[src/design/woec_pkg.sv]
package woec_pkg;

  localparam int unsigned INDEX_BITS_DEF = 16;
  localparam int unsigned IN_DATA_W      = 16;
  localparam int unsigned FIELD_W        = 12;
  localparam int unsigned OUT_DATA_W     = 40;
  localparam int unsigned SCALED_W       = 15;

  typedef logic signed [FIELD_W-1:0]  sum_t;
  typedef logic signed [SCALED_W-1:0] scaled_t;
  typedef logic signed [1:0]          chi_t;

  typedef enum logic [2:0] {
    ST_IDLE,
    ST_CHECK,
    ST_DIV,
    ST_ACC,
    ST_FINISH
  } state_e;

  function automatic chi_t chi3(input logic [1:0] r);
    chi_t c;
    unique case (r)
      2'd1:    c = 2'sb01;
      2'd2:    c = 2'sb11;
      default: c = 2'sb00;
    endcase
    return c;
  endfunction

  function automatic chi_t chi4(input logic [1:0] r);
    chi_t c;
    unique case (r)
      2'd1:    c = 2'sb01;
      2'd3:    c = 2'sb11;
      default: c = 2'sb00;
    endcase
    return c;
  endfunction

  function automatic chi_t chi7(input logic [2:0] r);
    chi_t c;
    unique case (r)
      3'd1, 3'd2, 3'd4: c = 2'sb01;
      3'd0:             c = 2'sb00;
      default:          c = 2'sb11;
    endcase
    return c;
  endfunction

  function automatic sum_t widen(input chi_t c);
    return {{(FIELD_W-2){c[1]}}, c};
  endfunction

  function automatic logic [FIELD_W-1:0] clamp(input scaled_t v);
    logic [FIELD_W-1:0] r;
    if (v < -15'sd1024) begin
      r = 12'hC00;
    end else if (v > 15'sd1024) begin
      r = 12'h400;
    end else begin
      r = v[FIELD_W-1:0];
    end
    return r;
  endfunction

endpackage

[src/design/weight_one_eisenstein_coefficients.sv]
// timing: index zero goes from idle straight to the finish state; any other index
// loops through the check, divide and accumulate states once per candidate divisor,
// using a single bit-serial divider that works through every index bit per divisor
// throughput: one item at a time, input ready again once the result is registered
// reset: asynchronous active low, returns to idle with no result pending
module weight_one_eisenstein_coefficients #(
  parameter int unsigned INDEX_BITS = woec_pkg::INDEX_BITS_DEF
) (
  input  logic                            clk_i,
  input  logic                            rst_ni,
  input  logic                            s_axis_tvalid,
  output logic                            s_axis_tready,
  input  logic [woec_pkg::IN_DATA_W-1:0]  s_axis_tdata,   // index
  output logic                            m_axis_tvalid,
  input  logic                            m_axis_tready,
  output logic [woec_pkg::OUT_DATA_W-1:0] m_axis_tdata    // coeff_mod3, coeff_mod4, coeff_mod7, pad
);

  localparam int unsigned NB = INDEX_BITS;
  localparam int unsigned DW = NB / 2 + 1;
  localparam int unsigned CW = $clog2(NB);
  localparam int unsigned FW = woec_pkg::FIELD_W;

  woec_pkg::state_e state_q, state_d;

  logic [NB-1:0] n_q, n_d;
  logic [DW-1:0] d_q, d_d;
  logic [1:0]    d3_q, d3_d;
  logic [2:0]    d7_q, d7_d;
  logic [NB:0]   sq_q, sq_d;
  logic [DW-1:0] rem_q, rem_d;
  logic [NB-1:0] quo_q, quo_d;
  logic [1:0]    qr3_q, qr3_d;
  logic [2:0]    qr7_q, qr7_d;
  logic [CW-1:0] cnt_q, cnt_d;
  woec_pkg::sum_t s3_q, s3_d, s4_q, s4_d, s7_q, s7_d;
  logic          zero_q, zero_d;
  logic          out_valid_q, out_valid_d;
  logic [woec_pkg::OUT_DATA_W-1:0] out_data_q, out_data_d;

  logic [woec_pkg::IN_DATA_W+NB-1:0] in_ext;
  logic [NB-1:0] n_in;
  logic [DW:0]   rem_sh, rem_sub;
  logic          qbit;
  logic [2:0]    r3_t;
  logic [3:0]    r7_t;
  logic [NB-1:0] d_ext;
  woec_pkg::scaled_t sc3, sc4, sc7;

  assign in_ext  = {{NB{1'b0}}, s_axis_tdata};
  assign n_in    = in_ext[NB-1:0];
  assign rem_sh  = {rem_q, n_q[cnt_q]};
  assign qbit    = rem_sh >= {1'b0, d_q};
  assign rem_sub = rem_sh - {1'b0, d_q};
  assign r3_t    = {qr3_q, qbit};
  assign r7_t    = {qr7_q, qbit};
  assign d_ext   = {{(NB-DW){1'b0}}, d_q};

  // scale by 6, 4 and 2 with shifts
  assign sc3 = ({{3{s3_q[FW-1]}}, s3_q} <<< 2) + ({{3{s3_q[FW-1]}}, s3_q} <<< 1);
  assign sc4 = {{3{s4_q[FW-1]}}, s4_q} <<< 2;
  assign sc7 = {{3{s7_q[FW-1]}}, s7_q} <<< 1;

  assign s_axis_tready = (state_q == woec_pkg::ST_IDLE);
  assign m_axis_tvalid = out_valid_q;
  assign m_axis_tdata  = out_data_q;

  always_comb begin
    state_d     = state_q;
    n_d         = n_q;
    d_d         = d_q;
    d3_d        = d3_q;
    d7_d        = d7_q;
    sq_d        = sq_q;
    rem_d       = rem_q;
    quo_d       = quo_q;
    qr3_d       = qr3_q;
    qr7_d       = qr7_q;
    cnt_d       = cnt_q;
    s3_d        = s3_q;
    s4_d        = s4_q;
    s7_d        = s7_q;
    zero_d      = zero_q;
    out_valid_d = out_valid_q;
    out_data_d  = out_data_q;

    if (out_valid_q && m_axis_tready) begin
      out_valid_d = 1'b0;
    end

    unique case (state_q)
      woec_pkg::ST_IDLE: begin
        if (s_axis_tvalid) begin
          n_d     = n_in;
          d_d     = DW'(1);
          d3_d    = 2'd1;
          d7_d    = 3'd1;
          sq_d    = (NB+1)'(1);
          s3_d    = '0;
          s4_d    = '0;
          s7_d    = '0;
          zero_d  = (n_in == '0);
          state_d = (n_in == '0) ? woec_pkg::ST_FINISH : woec_pkg::ST_CHECK;
        end
      end
      woec_pkg::ST_CHECK: begin
        if (sq_q <= {1'b0, n_q}) begin
          rem_d   = '0;
          quo_d   = '0;
          qr3_d   = '0;
          qr7_d   = '0;
          cnt_d   = CW'(NB - 1);
          state_d = woec_pkg::ST_DIV;
        end else begin
          state_d = woec_pkg::ST_FINISH;
        end
      end
      woec_pkg::ST_DIV: begin
        // one quotient bit a cycle, quotient residues mod 3 and 7 kept alongside
        rem_d = qbit ? rem_sub[DW-1:0] : rem_sh[DW-1:0];
        quo_d = {quo_q[NB-2:0], qbit};
        qr3_d = (r3_t >= 3'd3) ? 2'(r3_t - 3'd3) : r3_t[1:0];
        qr7_d = (r7_t >= 4'd7) ? 3'(r7_t - 4'd7) : r7_t[2:0];
        if (cnt_q == '0) begin
          state_d = woec_pkg::ST_ACC;
        end else begin
          cnt_d = cnt_q - CW'(1);
        end
      end
      woec_pkg::ST_ACC: begin
        if (rem_q == '0) begin
          if (quo_q != d_ext) begin
            s3_d = s3_q + woec_pkg::widen(woec_pkg::chi3(d3_q))
                        + woec_pkg::widen(woec_pkg::chi3(qr3_q));
            s4_d = s4_q + woec_pkg::widen(woec_pkg::chi4(d_q[1:0]))
                        + woec_pkg::widen(woec_pkg::chi4(quo_q[1:0]));
            s7_d = s7_q + woec_pkg::widen(woec_pkg::chi7(d7_q))
                        + woec_pkg::widen(woec_pkg::chi7(qr7_q));
          end else begin
            s3_d = s3_q + woec_pkg::widen(woec_pkg::chi3(d3_q));
            s4_d = s4_q + woec_pkg::widen(woec_pkg::chi4(d_q[1:0]));
            s7_d = s7_q + woec_pkg::widen(woec_pkg::chi7(d7_q));
          end
        end
        sq_d    = sq_q + {{(NB-DW){1'b0}}, d_q, 1'b1};
        d_d     = d_q + DW'(1);
        d3_d    = (d3_q == 2'd2) ? 2'd0 : d3_q + 2'd1;
        d7_d    = (d7_q == 3'd6) ? 3'd0 : d7_q + 3'd1;
        state_d = woec_pkg::ST_CHECK;
      end
      woec_pkg::ST_FINISH: begin
        if (!out_valid_q || m_axis_tready) begin
          out_valid_d = 1'b1;
          if (zero_q) begin
            out_data_d = {4'd0, FW'(1), FW'(1), FW'(1)};
          end else begin
            out_data_d = {4'd0, woec_pkg::clamp(sc7), woec_pkg::clamp(sc4),
                          woec_pkg::clamp(sc3)};
          end
          state_d = woec_pkg::ST_IDLE;
        end
      end
      default: state_d = woec_pkg::ST_IDLE;
    endcase
  end

  always_ff @(posedge clk_i or negedge rst_ni) begin
    if (!rst_ni) begin
      state_q     <= woec_pkg::ST_IDLE;
      out_valid_q <= 1'b0;
    end else begin
      state_q     <= state_d;
      out_valid_q <= out_valid_d;
    end
  end

  always_ff @(posedge clk_i) begin
    n_q        <= n_d;
    d_q        <= d_d;
    d3_q       <= d3_d;
    d7_q       <= d7_d;
    sq_q       <= sq_d;
    rem_q      <= rem_d;
    quo_q      <= quo_d;
    qr3_q      <= qr3_d;
    qr7_q      <= qr7_d;
    cnt_q      <= cnt_d;
    s3_q       <= s3_d;
    s4_q       <= s4_d;
    s7_q       <= s7_d;
    zero_q     <= zero_d;
    out_data_q <= out_data_d;
  end

endmodule

[config.mk]
export PLATFORM = sky130hd
export DESIGN_NAME = weight_one_eisenstein_coefficients
export DESIGN_NICKNAME = d
export VERILOG_FILES = /design/src/design/woec_pkg.sv /design/src/design/weight_one_eisenstein_coefficients.sv
export SDC_FILE = /design/constraint.sdc
export NUM_CORES = 1
export LEC_CHECK = 0
export CORE_MARGIN = 1
export CORE_UTILIZATION = 55
export DETAILED_ROUTE_END_ITERATION = 16
export DONT_BUFFER_PORTS = 1
export HOLD_SLACK_MARGIN = 0.03
export PLACE_DENSITY = 0.7
export SLEW_MARGIN = 40
export SYNTH_ARGS = -nofsm -noshare
export SYNTH_HDL_FRONTEND = slang
export SYNTH_SLANG_ARGS = --single-unit
export TNS_END_PERCENT = 20
[constraint.sdc]
create_clock -name clk_i -period 10 [get_ports clk_i]
set_clock_uncertainty 0.15 [all_clocks]
set_input_delay 2 -clock clk_i [delete_from_list [all_inputs] [get_ports clk_i]]
set_output_delay 2 -clock clk_i [all_outputs]
set_load 0.02 [all_outputs]
## Word level (Yosys, flattened, before mapping)

Cells that the tools add are included.

| word-level totals | value |
|---|---|
| input port bits | 20 |
| word-level logic and storage cells | 185 |
| flip-flop bits (word level) | 162 |
| output and inout bits | 42 |

| cells by class | value |
|---|---|
| mux-type cells | 84 |
| eq/ne operators | 26 |
| reductions and logical operators | 24 |
| $lt $le $gt $ge | 11 |
| add/subtract/negate cells | 18 |

Operators by type and width:

| kind | count |
|---|---|
| two-way mux 12 bit | 13 |
| adder 12 x 2 -> 12 bit | 9 |
| one-hot mux 12 bit (2 select lines) | 3 |
| two-way mux 2 bit | 31 |
| one-hot mux 9 bit (2 select lines) | 2 |
| one-hot mux 17 bit (2 select lines) | 1 |
| one-hot mux 16 bit (2 select lines) | 1 |
| one-hot mux 2 bit (2 select lines) | 8 |
| two-way mux 3 bit | 9 |
| two-way mux 9 bit | 3 |
| adder 17 x 10 -> 17 bit | 1 |
| less-or-equal comparator 17 x 16 -> 1 bit | 1 |
| two-way mux 17 bit | 1 |
| logical NOT 16 bit | 1 |
| two-way mux 16 bit | 1 |
| inequality test 16 x 9 -> 1 bit | 1 |
| adder 14 x 13 -> 15 bit | 1 |
| greater-than comparator 15 x 12 -> 1 bit (second input constant) | 1 |
| < comparator 15 x 11 -> 1 bit (second input constant) | 1 |
| one-hot mux 3 bit (5 select lines) | 1 |
| OR reduction 3 bit | 5 |
| greater-than comparator 14 x 12 -> 1 bit (second input constant) | 1 |
| < comparator 14 x 11 -> 1 bit (second input constant) | 1 |
| greater-than comparator 13 x 12 -> 1 bit (second input constant) | 1 |
| 33 further kinds | 65 |

## Logic depth before layout (Yosys ltp)

| depth | value |
|---|---|
| depth in word-level cells | 11 |
| mapped depth | 19 |
| depth with buffers taken out | 18 |

## Least setup slack after synthesis

OpenSTA, ideal clock, no wires.

| path | value |
|---|---|
| kind | register to register |
| from | register state_q[1] |
| to | register s3_q[0], enable pin |
| stages on the path, launching flop included | 5 |
| arrival time | 4.842 ns |
| setup slack | 4.478 ns |
| period minus slack after synthesis | 5.522 ns |
| data required time | 9.321 ns |
| buffers on the path | 1 |
| library setup time | 0.529 ns |
| cell sequence | dfrtp_1 clkbuf_1 nand3_1 or4_1 o41ai_1 |

| on the way | value |
|---|---|
| word-level cells in the longest chain between the ends | 3 |
| elaborated cells between the ends (all ways) | 6 |
| those cells by class | 3 x eq/ne; 3 x reduce/logical |

Ends and longest elaborated chain:

| item | RTL line | text |
|---|---|---|
| from (decl) | weight_one_eisenstein_coefficients.sv:24 | `woec_pkg::state_e state_q, state_d;` |
| from (signal assigned) | weight_one_eisenstein_coefficients.sv:169 | `state_q <= woec_pkg::ST_IDLE;` |
| from (signal assigned) | weight_one_eisenstein_coefficients.sv:172 | `state_q <= state_d;` |
| == test 3 x 2 -> 1 bit or logical NOT 3 bit (tied branches) | weight_one_eisenstein_coefficients.sv:91 | `unique case (state_q)` |
| inequality test 2 bit (no source line) or nonzero test 2 bit (tied branches) | - |  |
| AND reduction 3 bit (no source line) (*) | - |  |
| to (signal assigned) | weight_one_eisenstein_coefficients.sv:188 | `s3_q <= s3_d;` |
| to (decl) | weight_one_eisenstein_coefficients.sv:36 | `woec_pkg::sum_t s3_q, s3_d, s4_q, s4_d, s7_q, s7_d;` |

Every way passes the cells marked *; elsewhere a longest branch is shown, timed or not.
A chain may end at the register's enable or synchronous reset.

## Worst setup path after layout

| path | value |
|---|---|
| from | register d7_q[0] |
| to | register s7_q[11] (data pin) |

| on the way | value |
|---|---|
| word-level cells in the longest chain between the ends | 11 |
| elaborated cells between the ends (all ways) | 18 |
| those cells by class | 3 x add/sub; 3 x eq/ne; 10 x mux; 2 x reduce/logical |

Ends and longest elaborated chain:

| item | RTL line | text |
|---|---|---|
| from (decl) | weight_one_eisenstein_coefficients.sv:29 | `logic [2:0] d7_q, d7_d;` |
| from (signal assigned) | weight_one_eisenstein_coefficients.sv:181 | `d7_q <= d7_d;` |
| == test 3 x 1 -> 1 bit (tied with other cells) | woec_pkg.sv:43 | `unique case (r)` |
| OR reduction 3 bit | woec_pkg.sv:43 |  |
| one-hot mux 2 bit (2 select lines) (*) | woec_pkg.sv:43 |  |
| two-way mux 2 bit | weight_one_eisenstein_coefficients.sv:132 | `if (quo_q != d_ext) begin` |
| two-way mux 2 bit | weight_one_eisenstein_coefficients.sv:131 | `if (rem_q == '0) begin` |
| two-way mux 2 bit | weight_one_eisenstein_coefficients.sv:91 |  |
| adder 12 x 2 -> 12 bit | weight_one_eisenstein_coefficients.sv:137 | `s7_d = s7_q + woec_pkg::widen(woec_pkg::chi7(d7_q))` |
| adder 12 x 2 -> 12 bit | weight_one_eisenstein_coefficients.sv:138 | `+ woec_pkg::widen(woec_pkg::chi7(qr7_q));` |
| two-way mux 12 bit (*) | weight_one_eisenstein_coefficients.sv:132 |  |
| two-way mux 12 bit (*) | weight_one_eisenstein_coefficients.sv:131 |  |
| one-hot mux 12 bit (2 select lines) (*) | weight_one_eisenstein_coefficients.sv:91 |  |
| to (signal assigned) | weight_one_eisenstein_coefficients.sv:190 | `s7_q <= s7_d;` |
| to (decl) | weight_one_eisenstein_coefficients.sv:36 |  |

Every way passes the cells marked *; elsewhere a longest branch is shown, timed or not. The select of a mux whose other input is x is not followed.

==> out/metrics.cfg <==
[outcome]
status=finished, final reports clean

[setup_path]
cp-end-kind=flop
cp.arrival_ps=5050
crit_path_start_kind=flop
crit_fanout=12
cp.required_ps=10020
rr_worst_depth=18
critical_path_class=reg2reg

[synthesis]
synthAdderAreaFrac=0.197
synth_flop_cell=edfxtp_1
synth_area_per_cell_um2=10.2
synth-xor-area-share=0.0693
ys_warn_count=0
synth.most_common_cell=edfxtp_1
synth_compound_area_frac=0.124
synth_area_mm2=0.0121
yosys.area.top_type=edfxtp_1
yosysUniqueCellTypes=71
synth_common_cells=edfxtp_1 (151), nor2_1 (140), ha_1 (123)
synthSimpleGateAreaFrac=0.157
synth.top_cell.area_share=0.374
synthArstFlopShare=0.0258
synth_mux_area_frac=0.0225
synth_area_leaders=edfxtp_1 (37%), ha_1 (13%), fa_1 (6.9%)
seq_area_frac_synth=0.382
synth_edf_count=151
ys_seq_elements=155
synth_top_family_by_area=adder cells
synthCells=1185

[hold_path]
worstHoldPathType=reg2reg
whs_path_depth=1

[timing]
worst_slew_pin_slew_ps=817
fin_crit_ps=5030
slew_headroom=0.454
maxSlewViolCount=0
timing.final.crit_share=0.503
fin_ws_ps=4970
max_freq_ghz=0.199
hold_viol=0
grt_setup_unrepaired=no
finalSetupViolations=0
fin_tns_setup_ps=0

[power]
p_leak_nw=5.39
p_per_area_mw_per_mm2=370
total_power_mw=4.82
irDropWorstVdd_mv=0.161

[route]
drtIter0Drc=560
drtAntennaViolNets=0
routed_via_density=5.90
vias=8659
routed_wl_mm=25.5
firstDrtPassIters=6
post_drt_wl_per_cell_um=17.4
drc=0

[grt]
grt_max_degree=61
overflow=0
track_usage=0.240
grt_pass1_wl_mm=42.1
grt_pass1_vias=8450
antenna_found_initial=0

[clock_tree]
htree_levels=4
cts_root_buf=clkbuf_16
post_cts_buffers=0
clkSlewWorstSetupHoldPaths_ps=70
cts-resized-gates=0
cts_buffer_depth=2
ctsHoldBuffers=0
cts_sinks=155
clk_latency_ps=440
cts_buffers=17
cts_tree=yes

[place]
gp_congestion=0.890
hpwl_mm=18.3
placed_cell_area_mm2=0.0124
port_buffers=0
dp_slack_ps=4640
dp_cells=1434

[finish]
finalNonFillerCells=1468
n_antenna_cell=0
drive_gt1_frac=0.0495
nNetsFinal=1365
area_growth_pct=7.27
fin_area_mm2=0.0130

[floorplan]
die_w_um=151
fp-row-count=53
start_util=0.568
core_area_mm2=0.0214
ioPinCount=62
die-area_mm2=0.0227
die_height_um=151

[flow_run]
cap_viol_max_count=0

==> sequential cells by signal (all words and copies together), names as in the netlist <==
register	cells
cnt_q	4
m_axis_tvalid	1
s3_q	12
d_q	9
m_axis_tdata	33
n_q	16
state_q	3
zero_q	1
s4_q	12
qr7_q	3
sq_q	17
rem_q	9
s7_q	12
quo_q	16
qr3_q	2
d3_q	2
d7_q	3
==> kinds of logic after synthesis <==
kind of cell,after synthesis
DFF,155
muxes,21
AOI/OAI and AO/OA,229
xor gates and xnor gates,96
buffers and inverters,136
adders and majority gates,166
and+or+nand+nor,381
other,1
==> report_power, final <==
group | internal [mW] | switching (mW)
combinational | 1.23 | 1.68
clock | 0.398 | 0.285
sequential | 1.00 | 0.231
total | 2.63 | 2.19
==> critical path: stages, from the launching register on <==
cell and delay, ps:
edfxtp_1 380, inv_1 90, ha_1 230, nor2_1 130, nor2_1 70, nor2_2 450, inv_1 500, fa_1 570
inv_1 60, ha_1 170, inv_1 70, fa_1 400, nor2b_1 210, o2111ai_1 170, a31oi_1 300, a31oi_1 190
nand4b_1 140, nand4_1 100, or3_1 380
==> through the flow <==
| stage | hold slack [ps] | util |
|---|---|---|
| after floorplan | 299 | - |
| after global placement | 379 | 0.578 |
| after detailed placement | 403 | 0.579 |
| after CTS | 418 | 0.607 |
| after global routing | 446 | 0.610 |
| final | 416 | 0.610 |
==> placed cells by master (no fill, tap or decap), drive strengths merged, types with 6 or more instances in the layout <==
master  Yosys  final
edfxtp    151    151
nor2      140    140
ha        123    123
inv       100    106
a21oi      63     63
xnor2      53     53
nand2      50     50
xor2       43     43
fa         42     42
o21ai      41     41
nor3       37     37
nor2b      23     23
a21o       23     23
and2       21     21
o21a       18     18
nand2b     18     18
nor4       18     18
a211oi     18     18
clkbuf     16     17
mux2i      16     16
nand3      15     15
or3        13     13
and3       13     13
a31oi       9      9
nand4       9      9
buf        20      8
o22ai       6      6
==> cell type report <==
| type | count | area [um^2] |
|---|---|---|
| fill | 1753 | 8340 |
| tap | 275 | 344 |
| multi-input combinational | 898 | 6970 |
| clock inverter | 15 | 186 |
| timing repair buffer | 8 | 83.8 |
| inverter | 100 | 375 |
| sequential | 155 | 4630 |
| clock buffer | 17 | 425 |
==> routing by layer <==
layer,routed length (um),track usage,vias to the layer above,share of wire
li1,-,-,4264,-
met1,11600,0.319,4159,0.45
met2,12400,0.401,193,0.49
met3,1070,0.0367,43,0.042
met4,449,0.0778,0,0.018
met5,0,0,-,0
==> path summary, 6_finish.rpt <==
| path | from | endpoint | slack, ps |
|---|---|---|---|
| min in group asynchronous | rst_ni | state_q[2]$_DFFE_PN0P_ | 1110 |
| max reg2reg | d7_q[0]$_SDFFCE_PN1P_ | s7_q[11]$_SDFFCE_PN0P_ | 4970 |
| min | quo_q[11]$_SDFFCE_PN0P_ | quo_q[12]$_SDFFCE_PN0P_ | 420 |
| min reg2reg | quo_q[11]$_SDFFCE_PN0P_ | quo_q[12]$_SDFFCE_PN0P_ | 420 |
| max | d7_q[0]$_SDFFCE_PN1P_ | s7_q[11]$_SDFFCE_PN0P_ | 4970 |
| max in group asynchronous | rst_ni | state_q[0]$_DFFE_PN0P_ | 8520 |
No activity file was read; power rests on OpenSTA's default activity.
